$ cat src/rtl/core/rtac_ram.sv
// generic single write port ram with registered read
module rtac_ram #(
    parameter int WIDTH = 8,
    parameter int DEPTH = 16,
    localparam int AW = (DEPTH > 1) ? $clog2(DEPTH) : 1
) (
    input  logic             clk,
    input  logic             we,
    input  logic [AW-1:0]    waddr,
    input  logic [WIDTH-1:0] wdata,
    input  logic [AW-1:0]    raddr,
    output logic [WIDTH-1:0] rdata
);

    logic [WIDTH-1:0] mem [DEPTH];
    logic [WIDTH-1:0] rdata_reg;

    always_ff @(posedge clk) begin
        if (we) begin
            mem[waddr] <= wdata;
        end
        rdata_reg <= mem[raddr];
    end

    assign rdata = rdata_reg;

endmodule

$ cat config.mk
export PLATFORM = sky130hd
export DESIGN_NAME = rtac_ram
export DESIGN_NICKNAME = d
export VERILOG_FILES = /design/src/rtl/core/rtac_ram.sv
export SDC_FILE = /design/constraint.sdc
export NUM_CORES = 1
export LEC_CHECK = 0
export ABC_AREA = 1
export BUFFER_PORTS_ARGS = -buffer_cell sky130_fd_sc_hd__clkbuf_2
export CAP_MARGIN = 20
export CORE_MARGIN = 3
export CORE_UTILIZATION = 55
export DETAILED_ROUTE_END_ITERATION = 16
export PLACE_DENSITY_LB_ADDON = 0.15
export SETUP_SLACK_MARGIN = 0.3
export SYNTH_ARGS = -nofsm -noshare
export SYNTH_HDL_FRONTEND = slang
export SYNTH_SLANG_ARGS = --single-unit
$ cat constraint.sdc
create_clock -name clk -period 1.04 [get_ports clk]
set_input_delay 0 -clock clk [delete_from_list [all_inputs] [get_ports clk]]
set_output_delay 0 -clock clk [all_outputs]
set_load 0.05 [all_outputs]
# Word level (Yosys, flattened, before mapping)
# Memories as Yosys holds them, arrays and structs flattened. A register that Yosys moved wholly into a read port is not among the register bits.
# Cells that the tools add are included.
[op_classes] add_sub_neg=0 n_mul=0 div_mod_pow=0 n_lt_le_gt_ge=0 eq_ne=0 shifts=0 n_mux=2 bitwise_logic=0 reduce_logical=0
[op_table] cell="2-to-1 mux 1 bit" count=2
[totals] register_bits=0 latchBits=0 ram_bits=128 mem_bits_ro=0 in_bits=18 output_inout_bits=8 memories=1
[mem_list] memory="mem" depth=16 word_bits=8 read_ports=1 rd_ports_with_merged_regs=1 wr=1 line="15" source="logic [WIDTH-1:0] mem [DEPTH];"

# Longest topological paths before layout
# Gate-level depths: netlist of the first run.
[depth] word_depth=2 mapped_depth=8 depth_no_buf=7

# Worst setup path after synthesis of the first run
# No wires, ideal clock.
[synth_timing] path_type="input-to-reg" from="input waddr[3]" to="memory mem[4][0], enable pin" setup_ns=0.370 t_arrival_ns=0.581 path_slack_ns=0.089 path_stages=2 n_path_buf=0 cell_sequence="nand3b_1 nor2_1"
[synth_rtl] item="start: declaration" line="9" source="input logic [AW-1:0] waddr,"
[synth_rtl] item="end: declaration" line="15"
# No word-level cell before the write port.

# Final worst setup path of the first run
[layout_timing] from="register rdata_reg[7] (netlist: rdata[7]), read port of mem" to="output rdata[7]"
[layout_rtl] item="start: declaration" line="16" source="logic [WIDTH-1:0] rdata_reg;"
[layout_rtl] item="end: declaration" line="12" source="output logic [WIDTH-1:0] rdata"
# No word-level cell between the ends.

==> results_dict.tcl, run 1 <==
set metrics [dict create \
    status "complete, but fails checks" \
    violations "negative hold slack" \
    max-vdd-ir-drop_uv 1110 \
    design.die.area_sq_mm 0.0117 \
    fillers 692 \
    hp-class "input port to flip-flop" \
    r2r_end "rdata[0]" \
    ys_seq_area_share_pct 69.4 \
    antenna_left 0 \
    comb_power_share_pct 9.0 \
    htree_levels 4 \
    finalCritPeriodShare_pct 98.3 \
    swShare_pct 22.5 \
    grt_pass1_vias 3855 \
    grt_pass1_wl_mm 21.0 \
    p_int_mw 10.1 \
    routedWlPerCell_um 17.9 \
    rsz0062_at_grt "true" \
    reg2regPathDepth 6 \
    place_hpwl_mm 7.90 \
    period_needed_ns 1.02 \
    overflow 0 \
    drive_gt1_share_pct 28.7 \
    end_kind "output pin" \
    area_growth_pct 27.0 \
    clk_latency_ns 0.53 \
    cp-start-kind "flip-flop" \
    syn-num-nets 569 \
    drt_iter0_markers 332 \
    ios 26 \
    finalSetupTns_ns 0 \
    cp_max_fo 1 \
    clkTransAtPathRegs_ns 0.06 \
    diodes 0 \
    path_cells "clkbuf_16" \
    grt_max_degree 35 \
    core-area_sq_mm 0.0100 \
    die_h_um 108 \
    fin_skew_ns 0.00464 \
    cts_root_buf "clkbuf_8" \
    mostFrequentLayoutCells "nand2_1, edfxtp_1, inv_1, nand3_2, nand3_1" \
    vias_per_cell 5.35 \
    layout_commonest_cell "nand2_1" \
    r2r_start "mem[6][0]" \
    multi_input_area_sq_mm 0.00164 \
    crit_path_top_delay_cell "dfxtp_2" \
    p_seq_share_pct 47.2 \
    num_vias 3973 \
    fp-row-count 36 \
    die_w_um 108 \
    cp.required_ns 1.04 \
    hold-path-cell-count 1 \
    cts_tree "done" \
    crit_buf_inv 1 \
    p_switching_mw 2.95 \
    cts_buffer_depth 2 \
    instances_no_fill 743 \
    yosys_warnings 0 \
    maxCapViolCount 0 \
    drt-pass1-iter-count 5 \
    drc 0 \
    r2r_setup_slack_ns 0.10 \
    clock_sinks 136 \
    fmax_mhz 978 \
    report.final.slew_viol_count 0 \
    slew_headroom_pct 68.6 \
    syn_area_per_cell_sq_um 10.5 \
    track_usage_pct 24.9 \
    ys_types 12 \
    place.gp.congestion 0.853 \
    critPathTopFamily "flip-flops" \
    clock_power_share_pct 43.8 \
    hp-start "wdata[7]" \
    syn_area_sq_mm 0.00577 \
    largest_reg_flops 128 \
    arrival_ns 1.02 \
    synthCells 551 \
    synth_seq_cells 136 \
    nNetsFinal 615 \
    dp.cells 706 \
    final-setup-viol-count 0 \
    hold_viol 5 \
    drt_wl_total_mm 13.3 \
    min_to "mem[9][7]" \
    io_buffers 25 \
    antenna_found_initial 0 \
    cts_buffers 17 \
    critPathKind "flip-flop to output pin" \
    initial_core_util_pct 57.7 \
    tightest_slew_ns 0.471 \
    p_per_area_mw_per_mm2 1790 \
    final-seq-area_sq_mm 0.00401 \
    whs_ns -0.00343 \
    cp_slowest_stage_delay_ns 0.34 \
    power.leakage_nw 3.12 \
]
## stage by stage
| step | total power [mW] | cell area, sq um | setup slack [ns] | hold WS (ns) | util [%] |
|---|---|---|---|---|---|
| after floorplan | 6.86 | 5870 | 0.166 | 0.0989 | - |
| after global placement | 7.21 | 6280 | -0.0663 | 0.433 | 62.8 |
| after detailed placement | 7.23 | 6280 | -0.0794 | 0.434 | 62.8 |
| after CTS | 13.0 | 7150 | 0.00884 | 0.00566 | 71.5 |
| after global routing | 13.5 | 7320 | 0.00125 | 0.0230 | 73.2 |
| final | 13.1 | 7320 | 0.0172 | -0.00343 | 73.2 |
## layout make-up
| class | count | share of cell area [%] |
|---|---|---|
| Clock inverter | 12 | 1.81 |
| Multi-Input combinational cell | 289 | 22.5 |
| Inverter | 102 | 5.23 |
| Clock buffer | 20 | 5.81 |
| Timing Repair Buffer | 51 | 7.62 |
| Tap cell | 133 | 2.27 |
| Sequential cell | 136 | 54.8 |
## how the worst max path moves through the flow
stage / startpoint / to / slack, ns / cells past startpoint
detailed placement: waddr[3] / mem[4][1] / -0.08 / 4
finish: rdata[7] / rdata[7] / 0.02 / 1
global route: rdata[6] / rdata[6] / 0.001 / 1
floorplan: waddr[2] / mem[10][0] / 0.17 / 2
global placement: waddr[3] / mem[4][7] / -0.07 / 4
CTS: rdata[7] / rdata[7] / 0.009 / 1
## cell families after synthesis
| logic type | Yosys count | synth area share, % |
|---|---|---|
| buf+inv | 126 | 9.52 |
| flops | 136 | 69.4 |
| simple gates | 289 | 21.0 |
## metal layers
metal / GRT usage [%] / up-vias / wire, um
li1: - / 1867 / -
met1: 33.6 / 1920 / 5650
met2: 39.7 / 160 / 6390
met3: 4.48 / 26 / 909
met4: 11.1 / 0 / 310
met5: 0 / - / 0
## power by group through the flow
stage	Sequential [mW]	Clock, mW	Combinational, mW
3_3_place_gp	6.27	0	0.937
5_1_grt	6.19	6.00	1.27
2_1_floorplan	6.40	0	0.462
4_1_cts	6.18	5.74	1.11
6_report	6.18	5.73	1.18
3_5_place_dp	6.27	0	0.956
## cells in the mapped netlist, drive strengths merged
cell type	n	share of area, %
nor2	17	1.1
edfxtp	128	67
buf	24	2.9
nand3	97	8.4
nand2	173	11
inv	102	6.6
nand3b	2	0.26
dfxtp	8	2.8
## what timing repair did
action | 4_1_cts | 5_1_grt
gates resized for setup | 58 | 46
hold endpoints to repair | 56 | 0
setup endpoints to repair | 16 | 16
pin swaps | 27 | 35
setup buffers | 0 | 0
hold buffers | 5 | 0
(Power assumes the default switching activity.)
==> inputs of run 2 (changes only) <==
- SETUP_SLACK_MARGIN: 0.3 -> default
==> run 2 against run 1 <==
The run still ends with negative hold slack left. Design area shrank 4.4%. Clock skew grew 0.0082 ns. Clock power shrank 0.7%. Via count shrank 2.8%. Die area is the same. Combinational power shrank 11%. Final cell count grew 1.1%. Hold slack lost 0.0036 ns. Flip-flop and latch count is the same. Register-to-register slack lost 0.04 ns. Maximum frequency shrank 1.2%. Critical endpoint is now rdata[0]. Highest routed layer unchanged.
==> results_dict.tcl, run 2 (synthesis results as in run 1) <==
set metrics [dict create \
    drt-pass1-iter-count 5 \
    core-area_sq_mm 0.0100 \
    p_seq_share_pct 47.9 \
    drt_wl_total_mm 13.0 \
    antenna_left 0 \
    max-vdd-ir-drop_uv 1360 \
    drt_iter0_markers 270 \
    path_cells "clkbuf_16" \
    cts_tree "done" \
    comb_power_share_pct 8.1 \
    io_buffers 25 \
    diodes 0 \
    finalCritPeriodShare_pct 99.5 \
    place.gp.congestion 0.852 \
    crit_buf_inv 1 \
    htree_levels 4 \
    die_w_um 108 \
    critPathTopFamily "flip-flops" \
    rsz0062_at_grt "true" \
    cts_root_buf "clkbuf_8" \
    track_usage_pct 24.2 \
    drc 0 \
    reg2regPathDepth 6 \
    clkTransAtPathRegs_ns 0.06 \
    grt_pass1_wl_mm 20.5 \
    grt_pass1_vias 3731 \
    end_kind "output pin" \
    tightest_slew_ns 0.441 \
    critPathKind "flip-flop to output pin" \
    clock_sinks 136 \
    crit_path_top_delay_cell "dfxtp_4" \
    maxCapViolCount 0 \
    final-setup-viol-count 0 \
    r2r_start "mem[4][0]" \
    p_switching_mw 2.89 \
    layout_commonest_cell "nand2_1" \
    grt_max_degree 47 \
    p_per_area_mw_per_mm2 1850 \
    slew_headroom_pct 70.6 \
    design.die.area_sq_mm 0.0117 \
    hold_viol 5 \
    num_vias 3863 \
    cp_slowest_stage_delay_ns 0.35 \
    status "complete, but fails checks" \
    min_to "mem[4][1]" \
    initial_core_util_pct 57.7 \
    antenna_found_initial 0 \
    largest_reg_flops 128 \
    mostFrequentLayoutCells "nand2_1, edfxtp_1, inv_1, nand3_1, buf_4" \
    violations "negative hold slack" \
    drive_gt1_share_pct 17.2 \
    ios 26 \
    report.final.slew_viol_count 0 \
    clock_power_share_pct 44.0 \
    die_h_um 108 \
    hp-class "input port to flip-flop" \
    place_area_sq_mm 0.00619 \
    power.leakage_nw 3.06 \
    fmax_mhz 966 \
    hold-path-cell-count 1 \
    arrival_ns 1.04 \
    dp.cells 713 \
    fin_area_sq_mm 0.00700 \
    overflow 0 \
    nNetsFinal 623 \
    fp-row-count 36 \
    period_needed_ns 1.04 \
    r2r_end "rdata[0]" \
    hp-start "wdata[1]" \
    p_int_mw 10.0 \
    area_growth_pct 21.5 \
    routedWlPerCell_um 17.4 \
    whs_ns -0.00701 \
    cp-start-kind "flip-flop" \
    r2r_setup_slack_ns 0.06 \
    vias_per_cell 5.14 \
    cts_buffers 17 \
    place_hpwl_mm 8.14 \
    cts_buffer_depth 2 \
    instances_no_fill 751 \
    cp.required_ns 1.04 \
    clk_latency_ns 0.52 \
    cp_max_fo 1 \
    fin_skew_ns 0.0129 \
    swShare_pct 22.3 \
]
-- run 2: cell count changes in the layout (fill, tap and decap cells not counted), moves of 10 or more --
cell / previous run / this run
buf_4: 11 / 21
nand3_1: 34 / 83
nor2_1: 0 / 17
nand2_2: 11 / 0
nand2_1: 162 / 173
nand3_2: 63 / 14
-- run 2: worst max-delay path by stage --
stage             start   endpoint  slack, ns  cells past startpoint
2_1_floorplan  waddr[3]  mem[4][0]       0.09                      2
3_3_place_gp   raddr[0]   rdata[7]       0.02                      8
3_5_place_dp   raddr[0]   rdata[7]     -0.003                      8
4_1_cts        rdata[3]   rdata[3]      -0.02                      1
5_1_grt        rdata[0]   rdata[0]      -0.03                      1
6_report       rdata[0]   rdata[0]      0.005                      1
-- run 2: cell type report --
class / instances / area [sq um]
inverters: 102 / 383
well taps: 133 / 166
clock inverters: 11 / 124
clock buffers: 21 / 449
multi-input cells: 289 / 1280
repair buffers: 59 / 583
flip-flops and latches: 136 / 4020
fillers: 707 / 3000
-- run 2: power by group through the flow --
stage | Clock (mW) | Sequential, mW | Combinational [mW]
floorplan | 0 | 6.40 | 0.432
global placement | 0 | 6.28 | 0.906
detailed placement | 0 | 6.28 | 0.916
CTS | 5.74 | 6.18 | 1.01
global route | 6.01 | 6.20 | 1.14
finish | 5.69 | 6.19 | 1.05
-- run 2: per-layer routing --
metal / GRT usage (%) / wire [um]
met5: 0 / 0
met2: 38.5 / 6360
met3: 5.61 / 908
met1: 33.8 / 5610
met4: 7.21 / 160
-- run 2: metrics by stage --
step           total power [mW]  hold WS, ns  setup WS [ns]  utilization [%]   TNS, ns
3_3_place_gp               7.19        0.432         0.0170             61.9         0
2_1_floorplan              6.83       0.0989         0.0892                -         0
6_report                   12.9     -0.00701        0.00486             70.0         0
5_1_grt                    13.4      0.00205        -0.0265             70.0   -0.0602
3_5_place_dp               7.20        0.428       -0.00333             61.9  -0.00333
4_1_cts                    12.9     0.000900        -0.0214             69.3   -0.0537
-- run 2: what timing repair did --
action / CTS / global route
cloned: 0 / 0
endpoints found under the hold margin: 49 / 0
setup buffers: 0 / 0
endpoints found under the setup margin: 9 / 14
resized for setup: 25 / 21
pin swaps: 0 / 0
hold buffers: 6 / 0
==> inputs of run 3 (changes only) <==
- REMOVE_ABC_BUFFERS: default -> 1
==> run 3 against run 2 <==
The run now ends clean. Register-to-register slack better by 0.03 ns. Critical endpoint is now rdata[4]. Global-route usage down 0.77 points. Utilization down 0.46 points. Clock-buffer cell count down 4. Design area down 0.66%. Critical path depth unchanged. Clock power up 5.4%. Via count up 0.98%. Worst setup slack better by 0.019 ns. Flip-flop and latch count unchanged. First-iteration DRC count up 40%. Clock skew down 0.0073 ns.
==> results_dict.tcl, run 3 (synthesis results as in run 1) <==
set metrics [dict create \
    antenna_found_initial 0 \
    arrival_ns 1.02 \
    ios 26 \
    grt_max_degree 33 \
    area_growth_pct 20.7 \
    die_h_um 108 \
    end_kind "output pin" \
    routedWlPerCell_um 16.6 \
    slew_headroom_pct 60.1 \
    clkTransAtPathRegs_ns 0.06 \
    maxCapViolCount 0 \
    final-setup-viol-count 0 \
    report.final.slew_viol_count 0 \
    p_per_area_mw_per_mm2 1890 \
    cts_tree "done" \
    mostFrequentLayoutCells "nand2_1, edfxtp_1, inv_1, nand3_1, buf_4" \
    track_usage_pct 23.5 \
    core-area_sq_mm 0.0100 \
    max-vdd-ir-drop_uv 1370 \
    io_buffers 25 \
    multi_input_area_sq_mm 0.00122 \
    clk_latency_ns 0.51 \
    finalCritPeriodShare_pct 97.7 \
    tightest_slew_ns 0.598 \
    post-route-util_pct 69.6 \
    fp-row-count 36 \
    place_hpwl_mm 7.93 \
    p_seq_share_pct 47.0 \
    num_vias 3901 \
    swShare_pct 21.5 \
    status "complete, no violations" \
    antenna_left 0 \
    cp_slowest_stage_delay_ns 0.35 \
    overflow 0 \
    drc 0 \
    power.leakage_nw 3.04 \
    fin_area_sq_mm 0.00696 \
    fin_skew_ns 0.00558 \
    hold_viol 0 \
    final-seq-area_sq_mm 0.00401 \
    die_w_um 108 \
    place_area_sq_mm 0.00615 \
    initial_core_util_pct 57.7 \
    largest_reg_flops 128 \
    period_needed_ns 1.02 \
    grt_pass1_vias 3821 \
    nNetsFinal 629 \
    cts_setup_buffers 0 \
    design.die.area_sq_mm 0.0117 \
    fillers 720 \
    cts_buffers 17 \
    fmax_mhz 984 \
    cts_buffer_depth 2 \
    drt_wl_total_mm 12.5 \
    clock_power_share_pct 45.6 \
    drt-pass1-iter-count 5 \
    crit_path_top_delay_cell "dfxtp_2" \
    cp_max_fo 1 \
    drt_iter0_markers 377 \
    htree_levels 4 \
    critPathKind "flip-flop to output pin" \
    critPathTopFamily "flip-flops" \
    crit_buf_inv 1 \
    p_int_mw 10.3 \
    vias_per_cell 5.16 \
    cp.required_ns 1.04 \
    drive_gt1_share_pct 14.9 \
    layout_commonest_cell "nand2_1" \
    cp-start-kind "flip-flop" \
    place.gp.congestion 0.847 \
    rsz0062_at_grt "true" \
    clock_sinks 136 \
    comb_power_share_pct 7.4 \
    cts_root_buf "clkbuf_8" \
    hp-class "input port to flip-flop" \
    diodes 0 \
    p_switching_mw 2.83 \
    path_cells "clkbuf_16" \
    grt_pass1_wl_mm 20.1 \
]
[run 3: changes by cell type in the layout (fill, tap and decap cells not counted), sizes merged]
| cell | delta |
|---|---|
| dlygate4sd3 | +4 |
| buf | +2 |
| bufinv | +2 |
| clkinvlp | +2 |
| clkinv | -1 |
| clkbuf | -4 |
[run 3: timing repair]
item / CTS / global route
gates resized for setup: 23 / 8
hold endpoints to repair: 136 / 0
gates cloned: 0 / 0
pin swaps: 0 / 0
hold buffers: 10 / 0
setup endpoints to repair: 8 / 9
[run 3: power by group through the flow]
stage / logic (mW) / registers [mW] / clock network, mW
3_5_place_dp: 0.865 / 6.28 / 0
4_1_cts: 0.964 / 6.18 / 6.06
3_3_place_gp: 0.855 / 6.28 / 0
6_report: 0.973 / 6.19 / 6.00
2_1_floorplan: 0.331 / 6.40 / 0
5_1_grt: 1.07 / 6.19 / 6.32
[run 3: final timing paths]
kind | start | to | slack, ns | cells after the start
max | rdata[4] | rdata[4] | 0.02 | 1
min | raddr[1] | rdata[5] | 0.12 | 6
max reg2reg | mem[0][2] | rdata[2] | 0.09 | 6
min reg2reg | mem[10][0] | rdata[0] | 0.68 | 6
[run 3: final cells by class]
type                            count  area share [%]
Multi-Input combinational cell    289            17.6
Clock buffer                       17            5.95
Timing Repair Buffer               65            8.29
Tap cell                          133            2.39
Inverter                          102            5.50
Sequential cell                   136            57.7
Clock inverter                     14            2.63
[run 3: metrics by stage]
step                      cells  setup WS, ns  power (mW)   TNS, ns  hold WS, ns
after detailed placement    715       -0.0606        7.15    -0.354        0.427
after global placement      715       -0.0332        7.13   -0.0824        0.416
final                       756        0.0242        13.2         0        0.120
after global routing        756       -0.0109        13.6   -0.0164        0.129
after floorplan             527        0.0595        6.73         0       0.0989
after CTS                   756      -0.00612        13.2  -0.00940       0.0932
[run 3: layer usage]
layer	share of wire, %	track usage (%)	wire, um	up-vias
li1	-	-	-	1896
met1	44	31.9	5540	1847
met3	6.5	5.25	810	15
met5	0	0	0	-
met4	0.88	7.12	110	0
met2	48	38.2	6080	143
